$ cat src/hw/rtl/otsu_pkg.sv
// Shared constants and types for the Otsu threshold block.
`default_nettype none
package otsu_pkg;

  localparam int PIXEL_COUNT_BITS = 22;
  localparam int NUM_BINS = 256;
  localparam int BIN_W = 8;
  localparam int CNT_W = PIXEL_COUNT_BITS + 1;
  localparam int SUM_W = CNT_W + BIN_W;
  localparam int D_W = SUM_W + CNT_W;
  localparam int Q_W = 2 * CNT_W;
  localparam int MA_W = 2 * D_W;
  localparam int MB_W = D_W;
  localparam int DIG_W = 8;
  localparam int NDIG = (MB_W + DIG_W - 1) / DIG_W;
  localparam int P_W = MA_W + MB_W;
  localparam int FIFO_DEPTH = 4;
  localparam int FIFO_AW = $clog2(FIFO_DEPTH);

  // one pixel request as queued between front and back
  typedef struct packed {
    logic [BIN_W-1:0] pix;
    logic             cnt_en;
    logic             last;
    logic [CNT_W-1:0] tot;
    logic [SUM_W-1:0] sum;
    logic             ovf;
  } px_req_t;

  typedef struct packed {
    logic            start;
    logic [MA_W-1:0] a;
    logic [MB_W-1:0] b;
  } mul_req_t;

  typedef struct packed {
    logic           done;
    logic [P_W-1:0] p;
  } mul_rsp_t;

endpackage
`default_nettype wire

$ cat src/hw/rtl/otsu_fifo.sv
// Short request queue between front end and back end.
`default_nettype none
module otsu_fifo (
  input  logic              clk_i,
  input  logic              rst_ni,
  input  logic              push_i,
  input  otsu_pkg::px_req_t data_i,
  output logic              full_o,
  input  logic              pop_i,
  output otsu_pkg::px_req_t data_o,
  output logic              empty_o
);
  import otsu_pkg::*;

  px_req_t            mem_q [FIFO_DEPTH];
  logic [FIFO_AW-1:0] wr_ptr_q, rd_ptr_q;
  logic [FIFO_AW:0]   cnt_q;

  assign full_o  = (cnt_q == (FIFO_AW+1)'(FIFO_DEPTH));
  assign empty_o = (cnt_q == '0);
  assign data_o  = mem_q[rd_ptr_q];

  always_ff @(posedge clk_i or negedge rst_ni) begin
    if (!rst_ni) begin
      wr_ptr_q <= '0;
      rd_ptr_q <= '0;
      cnt_q    <= '0;
    end else begin
      if (push_i) wr_ptr_q <= wr_ptr_q + FIFO_AW'(1);
      if (pop_i)  rd_ptr_q <= rd_ptr_q + FIFO_AW'(1);
      if (push_i && !pop_i)      cnt_q <= cnt_q + (FIFO_AW+1)'(1);
      else if (pop_i && !push_i) cnt_q <= cnt_q - (FIFO_AW+1)'(1);
    end
  end

  always_ff @(posedge clk_i) begin
    if (push_i) mem_q[wr_ptr_q] <= data_i;
  end

endmodule
`default_nettype wire

$ cat config.mk
export PLATFORM = sky130hd
export DESIGN_NAME = otsu_fifo
export DESIGN_NICKNAME = d
export VERILOG_FILES = /design/src/hw/rtl/otsu_pkg.sv /design/src/hw/rtl/otsu_fifo.sv
export SDC_FILE = /design/constraint.sdc
export NUM_CORES = 1
export LEC_CHECK = 0
export BUFFER_PORTS_ARGS = -buffer_cell sky130_fd_sc_hd__buf_4
export CORE_MARGIN = 5
export CORE_UTILIZATION = 45
export CTS_CLUSTER_SIZE = 10
export DETAILED_ROUTE_END_ITERATION = 10
export SLEW_MARGIN = 25
export SYNTH_ARGS = -nofsm -noshare
export SYNTH_HDL_FRONTEND = slang
export SYNTH_SLANG_ARGS = --single-unit
$ cat constraint.sdc
create_clock -name clk_i -period 5.63 [get_ports clk_i]
set_clock_uncertainty 0.05 [all_clocks]
set_input_delay 1.126 -clock clk_i [delete_from_list [all_inputs] [get_ports clk_i]]
set_output_delay 1.126 -clock clk_i [all_outputs]
set_load 0.02 [all_outputs]
== Word level (Yosys, flattened, before mapping) ==
Memories as Yosys holds them, arrays and structs flattened.
Cells that the tools add are included.

* $add $sub $neg: 4
* Equal/unequal tests: 1
* Muxes and demuxes: 4
* Reduce and logical (&&, ||, !) cells: 6

{| class="wikitable"
|+ Operator list
! cell !! count
|-
| 3-bit two-way mux || 2
|-
| 2-bit by 1-bit adder with 2-bit output (second input constant) || 2
|-
| 3-bit by 1-bit adder with 3-bit output (second input constant) || 1
|-
| 3-bit == test (second input constant) || 1
|-
| 3-bit zero test || 1
|-
| 3-bit by 1-bit subtractor with 3-bit output (second input constant) || 1
|-
| 1-bit logical AND || 2
|-
| 1-bit zero test || 2
|-
| 1-bit two-way mux || 2
|-
| 2-bit nonzero test || 1
|}

* Bits in registers: 7
* Memory bits (writable): 260
* Bits of input ports: 69
* Memories: 1

{| class="wikitable"
|+ Memory list
! memory !! words !! width !! rd ports !! clocked after memory_dff !! write ports !! RTL line !! text
|-
| mem_q || 4 || 65 || 1 || 0 || 1 || otsu_fifo.sv:15 || <nowiki>px_req_t mem_q [FIFO_DEPTH];</nowiki>
|}

== Longest topological paths before layout ==
* Depth after elaboration: 4
* Depth in mapped cells: 7
* Depth with buffers taken out: 7

== Worst setup path after synthesis ==
Ideal clock, no wire load.

* Path type: input-to-reg
* Start point: input port push_i
* End point: memory mem_q[1][0] in the netlist's numbering (enable)
* Arrival time: 2655 ps
* Data required time: 5150 ps
* Setup slack: 2495 ps
* Stages on the path: 1
* Path buffers: 0
* Cells stage by stage: and2_1

* Longest elaborated chain between the ends: 2

{| class="wikitable"
|+ Ends and longest elaborated chain
! element !! RTL line !! text
|-
| from (decl) || otsu_fifo.sv:6 || <nowiki>input logic push_i,</nowiki>
|-
| 1-bit two-way mux || otsu_fifo.sv:37 || <nowiki>if (push_i) mem_q[wr_ptr_q] <= data_i;</nowiki>
|-
| 1-bit two-way mux (implied by the code) || otsu_fifo.sv:37 ||
|-
| to (decl) || otsu_fifo.sv:15 ||
|}

Every way passes these cells.

==> results.md <==
- Outcome: finished, final reports clean
- Post-Syn Area per Cell: approximately 26 sq um
- Fmax: roughly 280 MHz
- Fill count: 1665
- Root buf cell: clkbuf_16
- Area grow syn2layout: 22.7%
- Unrepaired setup endpoints after global routing: false
- Sw power: 1.94 mW
- Worst skew pair latency: 530 ps
- Sequential element share of the synthesized area: 81.4%
- Area post-placement: 11200 sq um
- # Max-Cap Violations: 0
- Iter 0 DRT Violations: 230
- Antenna fix cells: 0
- Share of layout cells above drive strength 1: 44.8%
- Buffer depth of the longest clock path: 3
- Final Instance Area: roughly 12000 sq um
- Inserted Clock Buffers: 30
- Core Util, Final: a little under three fifths
- Largest cells by area after synthesis: edfxtp_1, mux4_2, dfrtp_1
- First-pass GRT wire length: around 27 mm
- Mapped cell area: between 9000 and 10000 sq um
- Post-DP HPWL: around 11 mm
- Critical Path AT: roughly 2300 ps
- Commonest non-fill, non-tap cell in the layout: edfxtp_1
- Seq cells post-synth: 267
- CP peak stage delay: 710 ps
- PwrDens: roughly 540 nW/um^2
- Setup bufs post-CTS: 0
- Worst path slowest cell: dfrtp_4
- Post-place setup slack: 2140 ps
- Cells after Synth: approximately 370
- CP Cell Sequence: buf_4 > mux4_2 > buf_4
- Initial Utilization: 45.4%
- Buf/Inv on CP: 2
- Crit Path Max Fanout: 23
- Detailed Route WL: ~18 mm
- Clock Power Share: 25.4%
- WL/cell: about 21 microns
- Switching Fraction: 29.7%
- Via density: 5.23
- Worst-Margin Slew: roughly 630 ps
- Die X-Extent: 158 microns
- Fin nets: approximately 610
- Max H-tree Level: 1
- Most frequent cells in the layout: edfxtp_1, buf_4, mux4_2
- Crit path time final: 3510 ps
- Crit end category: output pin
- Clk pin slew, worst setup/hold paths: 60 ps
- Pre-antenna DRT Iters: 4
- Global route overflow: 0
- WS Path Type: flip-flop to output pin
- I/O pin cnt: 136
- Initial antenna violation count: 0
- FF-to-FF path depth: 4
- CTS Sinks: approximately 270
- Post-synth top area cell: edfxtp_1
- CP dominant cell by count: buf_4
- Lkg Pwr: 4.12 nW
- Multi-input logic area: 1670 sq um
- Unique masters post-synth: 20
- Worst VDD drop: approximately 280 uV
- CTS tree: built
- Post-cts sizing count: 0
- Die Y: 158 microns
- Sequential fraction of design power: between 40% and 50%
- Final Hold Fails: 0
- Synth warn: 0
- Number of global-route vias before repair: 4812
- Die Footprint: 24800 sq um
- Port bufs: 135
- Required @ worst endpoint: 4450 ps
- CP Launch Type: flip-flop
- # rows: 54
- Placed Cells: 780
- CTS Hold Buffers Added: 0
- Fin crit share: 62.3%
- ANT nets after route: 0
- Final setup fails: 0
- Final worst slack: 2120 ps
- P_int: roughly 4.6 mW
- Final Max Slew Viols: 0
- Via count: 4336
- Worst path top cell family by delay: flip-flops
- DRC violations left: 0
- Max_slew headroom: 57.7%
- Top cell type's share of synthesized area: approximately 80%
- GPL Wtd Cong: between 0.7 and 0.8
- Min-delay worst type: input pin to asynchronous set/reset pin
- Logic gate share of total power: 32.2%
- Fin cells: 829
- Core area: roughly 22000 sq um
- Total GRT Usage: 14.6%
- Setup TNS: 0 ps
- Worst path depth: 3
- Pin count of the biggest net entering global routing: 67
- Post-Synthesis Net Count: 449
- FF/Latch Area: 7990 sq um
synth_stat cells (all sizes together):
cell    count
and2        4
buf        13
clkbuf      2
dfrtp       7
edfxtp    260
fa          1
ha          5
inv         4
mux2        1
mux4       65
nand2       2
nor2        1
nor3        1
nor3b       1
o21ai       1
xnor2       2
xor2        4
final timing paths:
kind | startpoint | slack, ps | to
setup / recovery | rd_ptr_q[0] | 2120 | data_o[8]
hold / removal | rst_ni | 340 | wr_ptr_q[0]
setup reg to reg | wr_ptr_q[0] | 3700 | mem_q[0][60]
hold reg to reg | cnt_q[2] | 450 | cnt_q[2]
max in group asynchronous | rst_ni | 5040 | rd_ptr_q[1]
min in group clk_i | cnt_q[2] | 450 | cnt_q[2]
worst register-to-register path, cell delays in order (launching register included):
cell and delay (ps):
dfrtp_1 420, inv_1 110, ha_1 150, and2_4 550
buf_12 310
area by class of cell:
cell class                      instances  area share, %
Timing Repair Buffer                  143           9.73
Tap cell                              280           2.91
Multi-Input combinational cell         88           13.9
Inverter                                4          0.125
Sequential cell                       267           66.4
Clock buffer                           47           6.94
power groups by stage:
stage	clock network, mW	logic, mW	registers [mW]
floorplan	0	1.45	2.72
global placement	0	1.95	2.95
detailed placement	0	2.00	2.96
CTS	1.72	2.01	2.92
global route	1.81	2.26	2.82
finish	1.67	2.11	2.77
state kept, by name (all words and copies together) (netlist names):
name and cells:
mem_q 260, cnt_q 3, rd_ptr_q 2, wr_ptr_q 2
routing by layer:
metal | part of all wire, % | global-route usage [%] | vias to the layer above | wire [microns]
met4 | 1.6 | 3.77 | 0 | 284
li1 | - | - | 1916 | -
met2 | 51 | 24.4 | 130 | 9050
met1 | 40 | 19.3 | 2263 | 7140
met5 | 0 | 0 | - | 0
met3 | 7.2 | 3.66 | 27 | 1270
through the flow:
step	total power, mW	hold slack, ps
after floorplan	4.17	406
after global placement	4.89	422
after detailed placement	4.96	438
after CTS	6.65	325
after global routing	6.89	332
final	6.55	345
cell families after synthesis:
group                      after synthesis  share of synthesized area, %
adders and majority gates                6                         0.842
muxes                                   66                          15.0
AOI/OAI and AO/OA                        1                        0.0510
and+or+nand+nor                          9                         0.497
buffers and inverters                   19                          1.65
xor gates and xnor gates                 6                         0.536
DFF                                    267                          81.4
Power figures use the tool's default switching activity.
