<file path="src/hw/rtl/otsu_pkg.sv">
// Shared constants and types for the Otsu threshold block.
`default_nettype none
package otsu_pkg;

  localparam int PIXEL_COUNT_BITS = 22;
  localparam int NUM_BINS = 256;
  localparam int BIN_W = 8;
  localparam int CNT_W = PIXEL_COUNT_BITS + 1;
  localparam int SUM_W = CNT_W + BIN_W;
  localparam int D_W = SUM_W + CNT_W;
  localparam int Q_W = 2 * CNT_W;
  localparam int MA_W = 2 * D_W;
  localparam int MB_W = D_W;
  localparam int DIG_W = 8;
  localparam int NDIG = (MB_W + DIG_W - 1) / DIG_W;
  localparam int P_W = MA_W + MB_W;
  localparam int FIFO_DEPTH = 4;
  localparam int FIFO_AW = $clog2(FIFO_DEPTH);

  // one pixel request as queued between front and back
  typedef struct packed {
    logic [BIN_W-1:0] pix;
    logic             cnt_en;
    logic             last;
    logic [CNT_W-1:0] tot;
    logic [SUM_W-1:0] sum;
    logic             ovf;
  } px_req_t;

  typedef struct packed {
    logic            start;
    logic [MA_W-1:0] a;
    logic [MB_W-1:0] b;
  } mul_req_t;

  typedef struct packed {
    logic           done;
    logic [P_W-1:0] p;
  } mul_rsp_t;

endpackage
`default_nettype wire

</file>
<file path="src/hw/rtl/otsu_mul.sv">
// Digit-serial multiplier, one 8-bit digit of b per cycle, MSB digit first.
`default_nettype none
module otsu_mul (
  input  logic               clk_i,
  input  logic               rst_ni,
  input  otsu_pkg::mul_req_t req_i,
  output otsu_pkg::mul_rsp_t rsp_o
);
  import otsu_pkg::*;

  localparam int CNT_BITS = $clog2(NDIG + 1);
  localparam int BP_W = NDIG * DIG_W;

  logic [MA_W-1:0]       a_q;
  logic [BP_W-1:0]       b_q;
  logic [P_W-1:0]        acc_q;
  logic [CNT_BITS-1:0]   cnt_q;
  logic                  done_q;
  logic [DIG_W-1:0]      dig;
  logic [MA_W+DIG_W-1:0] pp;

  assign dig = b_q[BP_W-1 -: DIG_W];
  assign pp  = a_q * dig;

  always_ff @(posedge clk_i or negedge rst_ni) begin
    if (!rst_ni) begin
      cnt_q  <= '0;
      done_q <= 1'b0;
    end else begin
      done_q <= (cnt_q == CNT_BITS'(1));
      if (req_i.start)       cnt_q <= CNT_BITS'(NDIG);
      else if (cnt_q != '0)  cnt_q <= cnt_q - CNT_BITS'(1);
    end
  end

  always_ff @(posedge clk_i) begin
    if (req_i.start) begin
      a_q   <= req_i.a;
      b_q   <= BP_W'(req_i.b);
      acc_q <= '0;
    end else if (cnt_q != '0) begin
      acc_q <= {acc_q[P_W-DIG_W-1:0], DIG_W'(0)} + P_W'(pp);
      b_q   <= b_q << DIG_W;
    end
  end

  assign rsp_o.done = done_q;
  assign rsp_o.p    = acc_q;

endmodule
`default_nettype wire

</file>
<file path="config.mk">
export PLATFORM = sky130hd
export DESIGN_NAME = otsu_mul
export DESIGN_NICKNAME = d
export VERILOG_FILES = /design/src/hw/rtl/otsu_pkg.sv /design/src/hw/rtl/otsu_mul.sv
export SDC_FILE = /design/constraint.sdc
export NUM_CORES = 2
export LEC_CHECK = 0
export ABC_AREA = 1
export BUFFER_PORTS_ARGS = -buffer_cell sky130_fd_sc_hd__buf_4
export CORE_UTILIZATION = 58
export DETAILED_ROUTE_END_ITERATION = 8
export MAX_ROUTING_LAYER = met4
export PLACE_DENSITY = 0.8
export SYNTH_ARGS = -nofsm -noshare
export SYNTH_HDL_FRONTEND = slang
export SYNTH_SLANG_ARGS = --single-unit
</file>
<file path="constraint.sdc">
create_clock -name clk_i -period 4.8 [get_ports clk_i]
set_clock_uncertainty 0.2 [all_clocks]
set_input_delay 0.96 -clock clk_i [delete_from_list [all_inputs] [get_ports clk_i]]
set_output_delay 0.96 -clock clk_i [all_outputs]
set_load 0.02 [all_outputs]
</file>
==> results_dict.tcl, run 1 <==
set metrics [dict create \
    status "did not finish" \
    failing_step "global routing (5_1_grt)" \
    firstError "[ERROR GRT-0232] Routing congestion too high. Check the congestion heatmap in the GUI." \
    ios 328 \
    die_w_um 299 \
    start_util_pct 58.8 \
    overflow 172 \
    yosys_warnings 0 \
    synthFlopType "dfxtp_1" \
    place_congestion 1.08 \
    avgSynthCellArea_um2 6.71 \
    fp.dieH_um 299 \
    rows 108 \
    cts_made_buffers 45 \
    synthesis.area_mm2 0.0512 \
    io_buffers 327 \
    yosys.cell_types.count 45 \
    synth_edf_count 162 \
    worst_path_end_type "register data pin" \
    grt-worst-endpoint "acc_q[152]$_SDFFE_PP0P_/D" \
    synth_seq_cells 330 \
    cts.path.max_buffers 3 \
    grt_usage_pct 72.8 \
    synthesis.instances 7626 \
    place_area_mm2 0.0609 \
    placed_cells 9708 \
    grt_max_degree 96 \
    syn_nets 8681 \
    antenna_found_initial 33 \
    clock_sinks 330 \
    seq_area_frac_synth_pct 16.1 \
    htree_levels 2 \
    hpwl_mm 154 \
    cts-root-buf "clkbuf_16" \
    async_flop_share_pct 1.21 \
]
-- stage by stage --
stage | worst slack (ns) | hold WS, ns
4_1_cts | -0.775 | 0.225
3_5_place_dp | -1.02 | 0.262
3_3_place_gp | -0.941 | 0.244
2_1_floorplan | -0.0112 | 0.236
-- per-layer routing --
metal | track usage [%] | overflow
met1 | 75.5 | 5
met2 | 88.1 | 66
met3 | 56.6 | 32
met4 | 59.3 | 69
met5 | - | -
-- logic make-up after synthesis --
group | Yosys count | share of synthesized area (%)
DFF | 330 | 16.1
AOI/OAI and AO/OA | 386 | 3.97
buffers and inverters | 2715 | 20.2
and+or+nand+nor | 3222 | 25.6
adders and majority gates | 890 | 32.7
xor gates and xnor gates | 83 | 1.42
-- synth_stat cells (all sizes together) (18+ instances only) --
master / number / area [um^2]
a21oi: 224 / 1120
buf: 18 / 75.1
clkbuf: 247 / 1060
dfxtp: 164 / 3280
edfxtp: 162 / 4860
fa: 743 / 14900
ha: 147 / 1840
inv: 2448 / 9190
nand2: 2510 / 9540
nand3: 219 / 1240
nand4: 20 / 125
nor2: 390 / 1680
nor3: 56 / 338
o21ai: 121 / 606
xor2: 71 / 622
-- repair_timing --
item | 4_1_cts
gates cloned | 16
buffers inserted | 49
pin swaps | 69
hold buffers | 1
endpoints found under the hold margin | 4
resized for setup | 548
endpoints found under the setup margin | 149
==> run 2, diff against run 1 <==
--- a/config.mk
+++ b/config.mk
@@ -7,10 +7,9 @@
 export LEC_CHECK = 0
 export ABC_AREA = 1
 export BUFFER_PORTS_ARGS = -buffer_cell sky130_fd_sc_hd__buf_4
-export CORE_UTILIZATION = 58
+export CORE_UTILIZATION = 40
 export DETAILED_ROUTE_END_ITERATION = 8
-export MAX_ROUTING_LAYER = met4
-export PLACE_DENSITY = 0.8
+export PLACE_DENSITY_LB_ADDON = 0.15
 export SYNTH_ARGS = -nofsm -noshare
 export SYNTH_HDL_FRONTEND = slang
 export SYNTH_SLANG_ARGS = --single-unit
==> constraint.sdc (replaced) <==
create_clock -name clk_i -period 6.25 [get_ports clk_i]
set_clock_uncertainty 0.2 [all_clocks]
set_input_delay 1.25 -clock clk_i [delete_from_list [all_inputs] [get_ports clk_i]]
set_output_delay 1.25 -clock clk_i [all_outputs]
set_load 0.02 [all_outputs]
==> results_dict.tcl, run 2 <==
set metrics [dict create \
    instances_no_fill 9526 \
    ys_top_cells_by_area "fa_1 29%, nand2_1 18%, inv_1 18%" \
    viasPerCell 4.78 \
    layout_common_cells "2,462 x nand2_1, 2,421 x inv_1, 743 x fa_1, 404 x buf_4, 322 x nor2_1" \
    crit_required_ns 6.61 \
    synth_top_family_by_area "adder cells" \
    vias 45524 \
    cts.path.max_buffers 3 \
    synth_edf_count 162 \
    cts_tree "done" \
    cts_made_buffers 48 \
    hold_path.class "in -> async" \
    synthAdderAreaFrac_pct 32.7 \
    cp.arrival_ns 6.48 \
    rows 130 \
    ios 328 \
    fp.dieArea_mm2 0.129 \
    period_needed_ns 6.13 \
    ys_top_cells_by_count "2,464 x nand2_1, 2,422 x inv_1, 743 x fa_1" \
    io_buffers 327 \
    grt_pass1_vias 46512 \
    cts.clk_slew.worst_paths_ns 0.07 \
    status "finished clean" \
    path_cells "buf_12 -> nand2_1 -> inv_1 -> fa_1 -> fa_1 -> fa_1 -> inv_1 -> fa_1 -> inv_1 -> ha_1 -> nand2_1 -> nor2_1 -> nand2_1 -> nor2_1 -> inv_1 -> nor3_1 -> nand2_1 -> nand2_2 -> nand2_1 -> nand3_1 -> nand3_1 -> nand2_1 -> inv_1" \
    slowest_delay_ns 0.54 \
    overflow 0 \
    reg_top3 "acc_q: 162 flops, a_q: 108 flops, b_q: 56 flops" \
    synth_xor_area_share_pct 1.42 \
    final_cell_area_mm2 0.0573 \
    avgSynthCellArea_um2 6.71 \
    dr.first_iter.drc_count 3583 \
    largest_register_ff_count 162 \
    synthFlopType "dfxtp_1" \
    seq_area_frac_synth_pct 16.1 \
    die_w_um 360 \
    crit_path_end_kind "register" \
    clk_latency_ns 0.69 \
    place_area_mm2 0.0555 \
    fp.dieH_um 360 \
    dr.pass1.iters 6 \
    layout_commonest_cell "nand2_1" \
    async_flop_share_pct 1.21 \
    period_share_pct 98.0 \
    yosysMostFrequentCell "nand2_1" \
    hold_viol 0 \
    cpMostUsedCell "nand2_1" \
    synth_compound_area_share_pct 3.97 \
    synthesis.area_mm2 0.0512 \
    antenna_left 0 \
    antenna_found_initial 2 \
    rsz0062_at_grt "false" \
    htree_levels 2 \
    layout-drive-gt1-share_pct 8.90 \
    r2r_cells 23 \
    pre_cts_ws_ns 0.152 \
    clock.fmax_ghz 0.163 \
    nets 8890 \
    worstSetupStartpointType "register" \
    cp_slowest_cell "fa_1" \
    hpwl_mm 155 \
    worstMarginPinSlew_ns 1.24 \
    syn_nets 8681 \
    grt_pass1_wl_mm 284 \
    cts-root-buf "clkbuf_16" \
    cap_violations 0 \
    drv_slew 0 \
    fin_ws_ns 0.123 \
    synth_top_cell_area_share_pct 29.1 \
    place_congestion 1.02 \
    nFillCells 13455 \
    areaGrowthSynthToFinish_pct 11.9 \
    finalWirelength_mm 185 \
    start_util_pct 40.5 \
    synth_seq_cells 330 \
    r2r-end "acc_q[105]" \
    drcViolationCount 0 \
    clock_sinks 330 \
    grt_usage_pct 28.9 \
    tns_ns 0 \
    crit_type "reg -> reg" \
    postCtsHoldBufs 0 \
    regToRegSetupSlack_ns 0.12 \
    coreArea_mm2 0.126 \
    synthesis.instances 7626 \
    synth_mux_area_share_pct 0 \
    yosys.area_share.simple_pct 25.6 \
    yosys_warnings 0 \
    post_drt_wl_per_cell_um 19.5 \
    placed_cells 9435 \
    reg2reg_from "b_q[51]" \
    yosysTopAreaCell "fa_1" \
    regMostFlops "acc_q" \
    setup_viol 0 \
    grt_max_degree 111 \
    yosys.cell_types.count 45 \
    max_slew_margin_pct 17.2 \
    cts_setup_buffers 0 \
    cp_max_fo 48 \
]
## run 2: cell counts after synthesis
Identical to the previous run, type by type.
## run 2: logic make-up after synthesis
kind of cell,after synthesis
buffers and inverters,2715
XOR/XNOR,83
flip-flops,330
AND/OR/NAND/NOR,3222
adder cells (fa/ha/maj),890
AO/OA/AOI/OAI,386
## run 2: worst max-delay path by stage
stage                  from         end  cells past startpoint
finish              b_q[51]  acc_q[105]                     23
global route        b_q[51]   acc_q[91]                     22
CTS                 b_q[53]  acc_q[160]                     25
detailed placement  b_q[53]  acc_q[160]                     25
global placement    b_q[53]  acc_q[160]                     25
floorplan           b_q[50]   acc_q[72]                     24
## run 2: metal layers
layer | global-route usage (%) | share of wire [%] | vias up
li1 | - | - | 21799
met1 | 39.1 | 43 | 22059
met3 | 3.92 | 6.6 | 228
met2 | 47.7 | 47 | 1436
met4 | 8.95 | 3.3 | 2
met5 | 0 | 0.0043 | -
## run 2: final cells by class
cell class | instances | area (um^2) | share of cell area [%]
antenna | 1 | 2.50 | 0.00437
clock buffer | 56 | 1270 | 2.22
clock inverter | 34 | 429 | 0.749
inverter | 2450 | 9200 | 16.1
multi-input combinational | 4581 | 32600 | 57.0
sequential | 330 | 8260 | 14.4
tap | 1650 | 2060 | 3.60
timing repair buffer | 424 | 3430 | 5.99
## run 2: worst max-delay path: cells and delay by family, from the launching register on
kind | cells | cell delay, ns
flip-flops | 1 | 0.50
adder cells (fa/ha/maj) | 5 | 2.52
AND/OR/NAND/NOR | 12 | 2.12
buffers and inverters | 6 | 0.50
## run 2: per-stage QoR
step	hold WS (ns)	utilization, %
after floorplan	0.236	-
after global placement	0.239	44.0
after detailed placement	0.246	44.0
after CTS	0.123	45.3
after global routing	0.140	45.4
final	0.155	45.4
## run 2: timing repair
| action | CTS | global route |
|---|---|---|
| hold endpoints to repair | 0 | 0 |
| resized for setup | 0 | 9 |
| setup endpoints to repair | 0 | 12 |
Power of run 2 is not shown: default switching activity piles up to over one toggle a cycle in this logic, so the estimate is an artifact.
