==> config.mk <==
export PLATFORM = sky130hd
export DESIGN_NAME = otsu_front
export DESIGN_NICKNAME = d
export VERILOG_FILES = /design/src/hw/rtl/otsu_pkg.sv /design/src/hw/rtl/otsu_front.sv
export SDC_FILE = /design/constraint.sdc
export NUM_CORES = 1
export LEC_CHECK = 0
export BUFFER_PORTS_ARGS = -buffer_cell sky130_fd_sc_hd__buf_2
export CORE_MARGIN = 2
export CORE_UTILIZATION = 60
export DETAILED_ROUTE_END_ITERATION = 10
export PLACE_DENSITY_LB_ADDON = 0.2
export SETUP_SLACK_MARGIN = 0.05
export SLEW_MARGIN = 20
export SYNTH_ARGS = -nofsm -noshare
export SYNTH_HDL_FRONTEND = slang
export SYNTH_SLANG_ARGS = --single-unit
==> constraint.sdc <==
create_clock -name clk_i -period 3.3 [get_ports clk_i]
set_input_delay 0.33 -clock clk_i [delete_from_list [all_inputs] [get_ports clk_i]]
set_output_delay 0.33 -clock clk_i [all_outputs]
set_load 0.01 [all_outputs]
==> src/hw/rtl/otsu_pkg.sv <==
// Shared constants and types for the Otsu threshold block.
`default_nettype none
package otsu_pkg;

  localparam int PIXEL_COUNT_BITS = 22;
  localparam int NUM_BINS = 256;
  localparam int BIN_W = 8;
  localparam int CNT_W = PIXEL_COUNT_BITS + 1;
  localparam int SUM_W = CNT_W + BIN_W;
  localparam int D_W = SUM_W + CNT_W;
  localparam int Q_W = 2 * CNT_W;
  localparam int MA_W = 2 * D_W;
  localparam int MB_W = D_W;
  localparam int DIG_W = 8;
  localparam int NDIG = (MB_W + DIG_W - 1) / DIG_W;
  localparam int P_W = MA_W + MB_W;
  localparam int FIFO_DEPTH = 4;
  localparam int FIFO_AW = $clog2(FIFO_DEPTH);

  // one pixel request as queued between front and back
  typedef struct packed {
    logic [BIN_W-1:0] pix;
    logic             cnt_en;
    logic             last;
    logic [CNT_W-1:0] tot;
    logic [SUM_W-1:0] sum;
    logic             ovf;
  } px_req_t;

  typedef struct packed {
    logic            start;
    logic [MA_W-1:0] a;
    logic [MB_W-1:0] b;
  } mul_req_t;

  typedef struct packed {
    logic           done;
    logic [P_W-1:0] p;
  } mul_rsp_t;

endpackage
`default_nettype wire

==> src/hw/rtl/otsu_front.sv <==
// Front end: takes pixels, applies the count bound, keeps pixel total and weighted sum.
`default_nettype none
module otsu_front (
  input  logic                          clk_i,
  input  logic                          rst_ni,
  input  logic                          in_valid_i,
  output logic                          in_ready_o,
  input  logic [otsu_pkg::BIN_W-1:0]    pixel_i,
  input  logic                          last_i,
  input  logic                          full_i,
  output logic                          push_o,
  output otsu_pkg::px_req_t             push_data_o
);
  import otsu_pkg::*;

  logic [CNT_W-1:0] tot_q, tot_d;
  logic [SUM_W-1:0] sum_q, sum_d;
  logic             ovf_q, ovf_d;
  logic             cnt_en;
  logic             acc;

  assign in_ready_o = !full_i;
  assign acc        = in_valid_i && in_ready_o;
  // total below 2^PIXEL_COUNT_BITS exactly when its top bit is clear
  assign cnt_en     = !tot_q[CNT_W-1];

  assign tot_d = cnt_en ? tot_q + CNT_W'(1) : tot_q;
  assign sum_d = cnt_en ? sum_q + SUM_W'(pixel_i) : sum_q;
  assign ovf_d = ovf_q | !cnt_en;

  always_ff @(posedge clk_i or negedge rst_ni) begin
    if (!rst_ni) begin
      tot_q <= '0;
      sum_q <= '0;
      ovf_q <= 1'b0;
    end else if (acc) begin
      if (last_i) begin
        tot_q <= '0;
        sum_q <= '0;
        ovf_q <= 1'b0;
      end else begin
        tot_q <= tot_d;
        sum_q <= sum_d;
        ovf_q <= ovf_d;
      end
    end
  end

  assign push_o             = acc;
  assign push_data_o.pix    = pixel_i;
  assign push_data_o.cnt_en = cnt_en;
  assign push_data_o.last   = last_i;
  assign push_data_o.tot    = tot_d;
  assign push_data_o.sum    = sum_d;
  assign push_data_o.ovf    = ovf_d;

endmodule
`default_nettype wire

# After elaboration in Yosys (flattened, before gate mapping)
# Index checks and enable logic that the tools add are counted.
[classes] n_reduce_logical=3 mul=0 n_div=0 n_lt_le_gt_ge=0 n_bitwise=1 eq_ne=0 muxes=5 addsub=2 n_shift=0
[op_table] operator="2-to-1 mux 31 bit" count=2
[op_table] operator="2-to-1 mux 23 bit" count=2
[op_table] operator="adder 31 x 8 -> 31 bit" count=1
[op_table] operator="adder 23 x 1 -> 23 bit, second input constant" count=1
[op_table] operator="logical NOT 1 bit" count=2
[op_table] operator="logical AND 1 bit" count=1
[op_table] operator="2-to-1 mux 1 bit" count=1
[op_table] operator="OR 1 bit" count=1
[word_totals] ff_bits=55 inputBits=13 memories=0 word_cells=14 romBits=0 ramBits=0 latchBits=0 out_inout_bits=67

# Longest topological paths before layout
# Gate-level depths: netlist (run 1).
[logic_depth] word_depth=3 ltp_mapped=8 mapped_depth_nobuf=7

# Worst setup path after synthesis (run 1)
# OpenSTA, ideal clock, no wires.
[synth_timing] path_kind="register -> output" from="reg sum_q[0]" to="out push_data_o[23] (netlist bit)" path_stages_with_launch=9 arrival_ps=2133 slack_ps=837 n_path_buf=1 t_required_ps=2970 cell_sequence="dfrtp_1 -> ha_1 -> fa_1 -> a211oi_1 -> o21ai_1 -> a21oi_1 -> buf_2 -> nor2_1 -> xnor2_1"
[synth_lines] element="from (decl)" line="otsu_front.sv:17" source="logic [SUM_W-1:0] sum_q, sum_d;"
[synth_lines] element="from (signal assigned)" line="otsu_front.sv:43" source="sum_q <= sum_d;"
[synth_lines] element="to (decl)" line="otsu_front.sv:12" source="output otsu_pkg::px_req_t push_data_o"

==> results of run 1 <==
synth_stat cells (13+ instances only):
cell type	instances
buf_4	13
dfrtp_1	55
a21oi_1	13
xor2_1	13
xnor2_1	35
nor3_1	13
o31ai_1	13
clkbuf_1	23
o21ai_0	38
nor2_1	30
nand3_1	21
nand2_1	69
final cells by class:
class / count / area [µm²]
multi-input cells: 382 / 2560
fillers: 568 / 2130
flip-flops and latches: 55 / 1380
repair buffers: 88 / 463
well taps: 96 / 120
clock buffers: 8 / 100
inverters: 11 / 41.3
cell families (layout without fill, tap and decap cells):
logic type | count (synthesis) | in the layout | share of synthesized area, %
and+or+nand+nor | 186 | 186 | 22.6
AOI/OAI and AO/OA | 123 | 123 | 20.8
buffers and inverters | 60 | 107 | 7.13
DFF | 55 | 55 | 32.5
xor gates and xnor gates | 50 | 50 | 10.7
muxes | 13 | 13 | 3.16
adders and majority gates | 10 | 10 | 3.14
stage by stage:
| stage | util (%) | setup slack, ns | hold WS, ns | std cells | cell area (µm²) |
|---|---|---|---|---|---|
| global placement | 67.1 | 0.538 | 0.352 | 632 | 4560 |
| CTS | 68.5 | 0.185 | 0.00240 | 640 | 4660 |
| global route | 68.6 | 0.110 | 0.0124 | 640 | 4660 |
| finish | 68.6 | 0.250 | -0.00938 | 640 | 4660 |
| floorplan | - | 0.837 | 0.0344 | 497 | 4230 |
| detailed placement | 67.1 | 0.497 | 0.343 | 632 | 4560 |
state kept, by name, summed over array words and instances, names as in the netlist:
register  flops
sum_q        31
tot_q        23
ovf_q         1
layer usage:
metal / wire length [µm] / GRT usage (%) / up-vias
met4: 48 / 6.43 / 0
li1: - / - / 1878
met2: 5000 / 45.5 / 145
met5: 0 / 0 / -
met3: 631 / 4.43 / 4
met1: 4600 / 36.6 / 1888
critical path: stages (launching register included):
cell and delay, ns:
dfrtp_1 0.41, ha_1 0.23, fa_1 0.45, a211oi_1 0.36, o21ai_1 0.18, a32o_1 0.38, nand2_1 0.15, xnor2_1 0.12
buf_2 0.14
final timing paths:
kind,end,slack [ns],depth (start not counted)
hold reg to reg,tot_q[16]$_DFFE_PN0P_,0.53,1
hold / removal,sum_q[11]$_DFFE_PN0P_,-0.009,1
min in group clk_i,tot_q[22]$_DFFE_PN0P_,0.50,2
setup / recovery,push_data_o[29],0.25,8
setup reg to reg,sum_q[22]$_DFFE_PN0P_,0.85,8
max in group asynchronous,tot_q[7]$_DFFE_PN0P_,2.60,2
report_power, final:
part	leakage [nW]	total, mW	internal, mW	switching, mW
registers	0.733	0.846	0.740	0.106
clock network	0.0515	0.417	0.192	0.225
logic	1.36	0.733	0.307	0.426
repair_timing:
item	4_1_cts	5_1_grt
hold buffers	0	0
resized for setup	0	1
setup endpoints to repair	0	2
==> reports/results.tsv, run 1 <==
stage	metric	value	unit
die	Die W	88.0	µm
clock_tree	clk_lat worst skew	0.31	ns
die	core footprint	0.00679	mm²
detailed_routing	vias	3915	
die	Initial Util	62.3	%
clock_tree	clk slew on worst S/H paths	0.10	ns
power	Power Density	428	mW/mm²
logic_synthesis	syn_nets	520	
die	Die Y	88.0	µm
layout	ANT cells	0	
logic_synthesis	async set-reset flop share out of synthesis	100	%
timing	Rel. slew slack	52.3	%
clock_tree	Clk Tree Root Cell	clkbuf_8	
critical_path	critical path type	reg -> out	
logic_synthesis	Synth Area per Inst	8.51	µm²
timing	Setup violations, final	0	
critical_path	Critical Path RT	2.97	ns
logic_synthesis	Yosys top cell by area	dfrtp_1	
timing	setup_tns	0	ns
critical_path	CP startpoint kind	register	
detailed_routing	vias per cell	6.12	
layout	commonest non-fill, non-tap cell in the layout	buf_2	
timing	RSZ-0062 raised after global routing	no	
timing	skew final	0.00403	ns
power	Leakage	2.14	nW
critical_path	Worst EP arrival	2.72	ns
hold_path	hold crit path type	in -> async	
critical_path	worst-path fanout max	9	
run_status	status	complete, but fails checks	
detailed_routing	final WL	10300	µm
detailed_routing	DRC	0	
grt	gr usage total	27.0	%
power	Power Total	2.00	mW
timing	fin crit share	92.4	%
die	I/O Pins	80	
layout	most frequent cells in the layout	79 x buf_2, 69 x nand2_1, 55 x dfrtp_1	
grt	first-pass GRT wire length	16700	µm
job	max_cap viols	0	
critical_path	crit path capture type	output pin	
timing	Worst-Margin Slew	0.713	ns
timing	final hold vios	20	
clock_tree	clock net sink count	55	
layout	layout cell share with drive strength beyond 1	21.3	%
grt	GRT overflow	0	
detailed_routing	DRT iter0 DRCs	294	
detailed_routing	drt pass-1 iters	5	
die	Rows	30	
timing	fmax	328	MHz
power	VDD IR max	0.252	mV
place	Post-DP HPWL	7290	µm
layout	Final #Nets	566	
timing	Fin Hold WS	-0.00938	ns
critical_path	Reg2Reg Launch Point	sum_q[0]$_DFFE_PN0P_	
logic_synthesis	top_reg_cell synth	dfrtp_1	
clock_tree	Longest Clk Path Bufs	2	
layout	Area growth syn-to-layout	10.2	%
detailed_routing	WL per Instance	16.1	µm
logic_synthesis	top cell type's share of synthesized area	32.5	%
die	Die Area	0.00774	mm²
logic_synthesis	sequential-to-total area share from yosys stat	32.5	%
run_status	failing checks	hold timing	
logic_synthesis	EDFF count, synth	0	
grt	initial antenna violation count	0	
timing	Final Max Tran Viols	0	
grt	largest net degree at the start of global routing	66	
logic_synthesis	dominant cells by area after synthesis	dfrtp_1 33%, xnor2_1 7.2%, nand2_1 6.1%	
logic_synthesis	Synth Cell Area	0.00423	mm²
grt	vias in the first global route	3493	
clock_tree	CTS H-tree depth	2	
logic_synthesis	Syn Inst Count	497	
critical_path	critical path startpoint	sum_q[0]$_DFFE_PN0P_	
place	port bufs	79	
clock_tree	CTS Buf Count	5	
logic_synthesis	Netlist cell types	64	
clock_tree	post-CTS setup buffer count	0	
logic_synthesis	YS warnings	0	
logic_synthesis	synthesis-stage register bit count	55	
clock_tree	clock tree from TritonCTS	done	
timing	min cycle time layout	3.05	ns
detailed_routing	ANT nets after route	0	
place	Placer Congestion	0.899	
(Power assumes the default switching activity.)
==> run 2, diff against run 1 <==
--- a/config.mk
+++ b/config.mk
@@ -5,6 +5,7 @@
 export SDC_FILE = /design/constraint.sdc
 export NUM_CORES = 1
 export LEC_CHECK = 0
+export ABC_AREA = 1
 export BUFFER_PORTS_ARGS = -buffer_cell sky130_fd_sc_hd__buf_2
 export CORE_MARGIN = 2
 export CORE_UTILIZATION = 60
==> reports/results.tsv, run 2 <==
stage	metric	value	unit	change
place	port bufs	79		unchanged
logic_synthesis	Syn Inst Count	628		was 497
timing	setup_tns	0	ns	unchanged
power	Leakage	2.57	nW	was 2.14 nW
logic_synthesis	mux contribution to synthesized area	0	%	was 3.16%
layout	number of non-filler instances in the completed layout	771		was 640
die	Die Y	87.3	µm	was 88.0 µm
detailed_routing	WL per Instance	13.9	µm	was 16.1 µm
detailed_routing	vias	4261		was 3,915
layout	commonest non-fill, non-tap cell in the layout	nand2_1		was buf_2
logic_synthesis	YS warnings	0		unchanged
grt	vias in the first global route	4001		was 3,493
clock_tree	clk slew on worst S/H paths	0.11	ns	was 0.10 ns
detailed_routing	DRC	0		unchanged
place	Post-DP HPWL	7980	µm	was 7290 µm
die	Initial Util	61.6	%	was 62.3%
clock_tree	hold buffers post-CTS	0		unchanged
logic_synthesis	Compound-Gate Fraction of Synth Area	5.69	%	was 20.8%
critical_path	slowest stage cell, crit path	fa_1		unchanged
layout	layout cell share with drive strength beyond 1	16.1	%	was 21.3%
timing	skew final	0.00805	ns	was 0.00403 ns
clock_tree	Longest Clk Path Bufs	2		unchanged
clock_tree	clock tree from TritonCTS	done		unchanged
layout	Final #Nets	713		was 566
layout	Fill cells	606		was 568
hold_path	hold crit path type	in -> async		unchanged
logic_synthesis	sequential-to-total area share from yosys stat	33.1	%	was 32.5%
logic_synthesis	main combinational cell family by area after synthesis	simple AND/OR/NAND/NOR gates		unchanged
layout	most frequent cells in the layout	248 x nand2_1, 79 x inv_1, 79 x buf_2		was 79 x buf_2, 69 x nand2_1, 55 x dfrtp_1
detailed_routing	drt pass-1 iters	5		unchanged
logic_synthesis	synthesis-stage register bit count	55		unchanged
critical_path	CP most frequent cell	nand2_1		
job	max_cap viols	0		unchanged
die	Die Area	0.00761	mm²	was 0.00774 mm²
timing	Final Max Tran Viols	0		unchanged
logic_synthesis	count leader, synth	nand2_1		unchanged
logic_synthesis	async set-reset flop share out of synthesis	100	%	unchanged
logic_synthesis	Yosys top cell by area	dfrtp_1		unchanged
timing	fmax	361	MHz	was 328 MHz
grt	gr usage total	29.6	%	was 27.0%
layout	Top Registers	sum_q: 31 flops, tot_q: 23 flops, ovf_q: 1 flops		unchanged
die	I/O Pins	80		unchanged
clock_tree	post-CTS setup buffer count	0		unchanged
logic_synthesis	Synth Area per Inst	6.62	µm²	was 8.51 µm²
critical_path	CP startpoint kind	register		unchanged
layout	Area growth syn-to-layout	10.9	%	was 10.2%
die	core footprint	0.00676	mm²	was 0.00679 mm²
logic_synthesis	Adder-Cell Fraction of Synth Area	3.19	%	was 3.14%
layout	Largest Register	sum_q		unchanged
place	Placer Congestion	0.978		was 0.899
critical_path	critical path type	reg -> out		unchanged
logic_synthesis	EDFF count, synth	0		unchanged
die	Die W	87.3	µm	was 88.0 µm
die	Rows	30		unchanged
grt	GRT overflow	0		unchanged
grt	first-pass GRT wire length	18200	µm	was 16,700 µm
run_status	status	finished, final reports clean		was complete, but fails checks
clock_tree	clk_lat worst skew	0.31	ns	about the same
logic_synthesis	top_reg_cell synth	dfrtp_1		unchanged
place	placed cells	763		was 632
power	VDD IR max	0.196	mV	was 0.252 mV
grt	largest net degree at the start of global routing	37		was 66
logic_synthesis	syn_nets	651		was 520
grt	initial antenna violation count	0		unchanged
timing	Setup violations, final	0		unchanged
logic_synthesis	post-synthesis xor/xnor area fraction	3.73	%	was 10.7%
detailed_routing	DRT iter0 DRCs	364		was 294
clock_tree	Clk Tree Root Cell	clkbuf_8		unchanged
critical_path	max incr delay on CP	0.45	ns	about the same
power	Power Density	349	mW/mm²	was 428 mW/mm²
critical_path	crit path cell chain	ha_1, fa_1, nand2_1, nand3_1, nand3_1, nand2_1, nand3_2, nor2_1, nand2_1, and2_1, buf_2		was ha_1, fa_1, a211oi_1, o21ai_1, a32o_1, nand2_1, xnor2_1, buf_2
timing	Worst-Margin Slew	0.827	ns	was 0.713 ns
logic_synthesis	post-synthesis simple-gate area fraction	43.2	%	was 22.6%
logic_synthesis	Synth Cell Area	0.00416	mm²	was 0.00423 mm²
critical_path	worst-path fanout max	5		was 9
clock_tree	post-cts resize count	0		unchanged
logic_synthesis	leading cell types by count after synthesis	248 x nand2_1, 79 x inv_1, 55 x dfrtp_1		was 69 x nand2_1, 55 x dfrtp_1, 38 x o21ai_0
logic_synthesis	Netlist cell types	39		was 64
layout	ANT cells	0		unchanged
clock_tree	CTS Buf Count	5		unchanged
critical_path	Critical Path RT	2.97	ns	about the same
detailed_routing	vias per cell	5.53		was 6.12
logic_synthesis	top cell type's share of synthesized area	33.1	%	was 32.5%
timing	RSZ-0062 raised after global routing	no		unchanged
critical_path	Worst EP arrival	2.44	ns	was 2.72 ns
clock_tree	clock net sink count	55		unchanged
clock_tree	CTS H-tree depth	2		unchanged
detailed_routing	final WL	10700	µm	was 10,300 µm
critical_path	crit path capture type	output pin		unchanged
timing	Rel. slew slack	44.8	%	was 52.3%
logic_synthesis	dominant cells by area after synthesis	dfrtp_1 33%, nand2_1 22%, inv_1 7.1%		was dfrtp_1 33%, xnor2_1 7.2%, nand2_1 6.1%
detailed_routing	ANT nets after route	0		unchanged
timing	min cycle time layout	2.77	ns	was 3.05 ns
timing	fin crit share	83.9	%	was 92.4%
timing	final hold vios	0		was 20
layout	Largest register FFs	31		unchanged
-- run 2: cell count changes in the layout (fill, tap and decap cells not counted), sizes merged, moves of 10 or more --
cell	before	now
o31ai	13	0
a21oi	13	3
nand3	22	57
mux2i	10	0
inv	11	82
xnor2	37	4
nand2	69	250
o21ai	43	22
-- run 2: power breakdown --
part | switching (mW) | leakage, nW | internal, mW
clock | 0.247 | 0.0489 | 0.155
sequential | 0.0459 | 0.758 | 0.708
combinational | 0.290 | 1.77 | 0.164
total | 0.584 | 2.57 | 1.03
-- run 2: path summary, 6_finish.rpt --
kind	startpoint	to	slack [ns]	cells after the start
worst max-delay path	sum_q[0]$_DFFE_PN0P_	push_data_o[25]	0.53	11
worst min-delay path	rst_ni	sum_q[4]$_DFFE_PN0P_	0.04	1
worst max register to register	tot_q[22]$_DFFE_PN0P_	tot_q[11]$_DFFE_PN0P_	1.18	9
worst min register to register	sum_q[30]$_DFFE_PN0P_	sum_q[30]$_DFFE_PN0P_	0.52	2
max in group asynchronous	rst_ni	sum_q[18]$_DFFE_PN0P_	2.44	2
min in group clk_i	last_i	tot_q[10]$_DFFE_PN0P_	0.37	4
-- run 2: worst max-delay path: cells and delay by family, from the launching register on --
| family | cells | cell delay (ns) |
|---|---|---|
| flops | 1 | 0.42 |
| buf+inv | 1 | 0.12 |
| simple gates | 8 | 0.87 |
| fa+ha+maj | 2 | 0.70 |
-- run 2: cell families (layout without fill, tap and decap cells) --
family | Yosys count | count (layout)
fa+ha+maj | 10 | 10
simple gates | 401 | 401
buf+inv | 107 | 170
compound gates | 39 | 39
xor+xnor | 16 | 16
flops | 55 | 55
-- run 2: final cells by class --
type | instances | area, µm² | area share [%]
clock buffer | 5 | 68.8 | 1.49
clock inverter | 3 | 22.5 | 0.488
inverter | 80 | 303 | 6.56
multi-input combinational | 466 | 2320 | 50.4
sequential | 55 | 1380 | 29.8
tap | 80 | 100 | 2.17
timing repair buffer | 82 | 418 | 9.06
-- run 2: per-stage QoR --
step | hold WS, ns | total power [mW] | instance area, µm² | worst slack, ns | utilization, %
5_1_grt | 0.0960 | 1.71 | 4610 | 0.347 | 68.3
3_3_place_gp | 0.400 | 1.20 | 4520 | 0.952 | 66.9
3_5_place_dp | 0.415 | 1.22 | 4520 | 0.872 | 66.9
6_report | 0.0378 | 1.61 | 4610 | 0.533 | 68.3
4_1_cts | 0.0694 | 1.62 | 4610 | 0.549 | 68.3
2_1_floorplan | 0.0344 | 1.07 | 4160 | 1.24 | -
-- run 2: per-layer routing --
layer / routed length, µm / GRT usage (%)
met1: 4670 / 39.1
met2: 5280 / 50.4
met3: 631 / 4.17
met4: 133 / 9.09
met5: 0 / 0
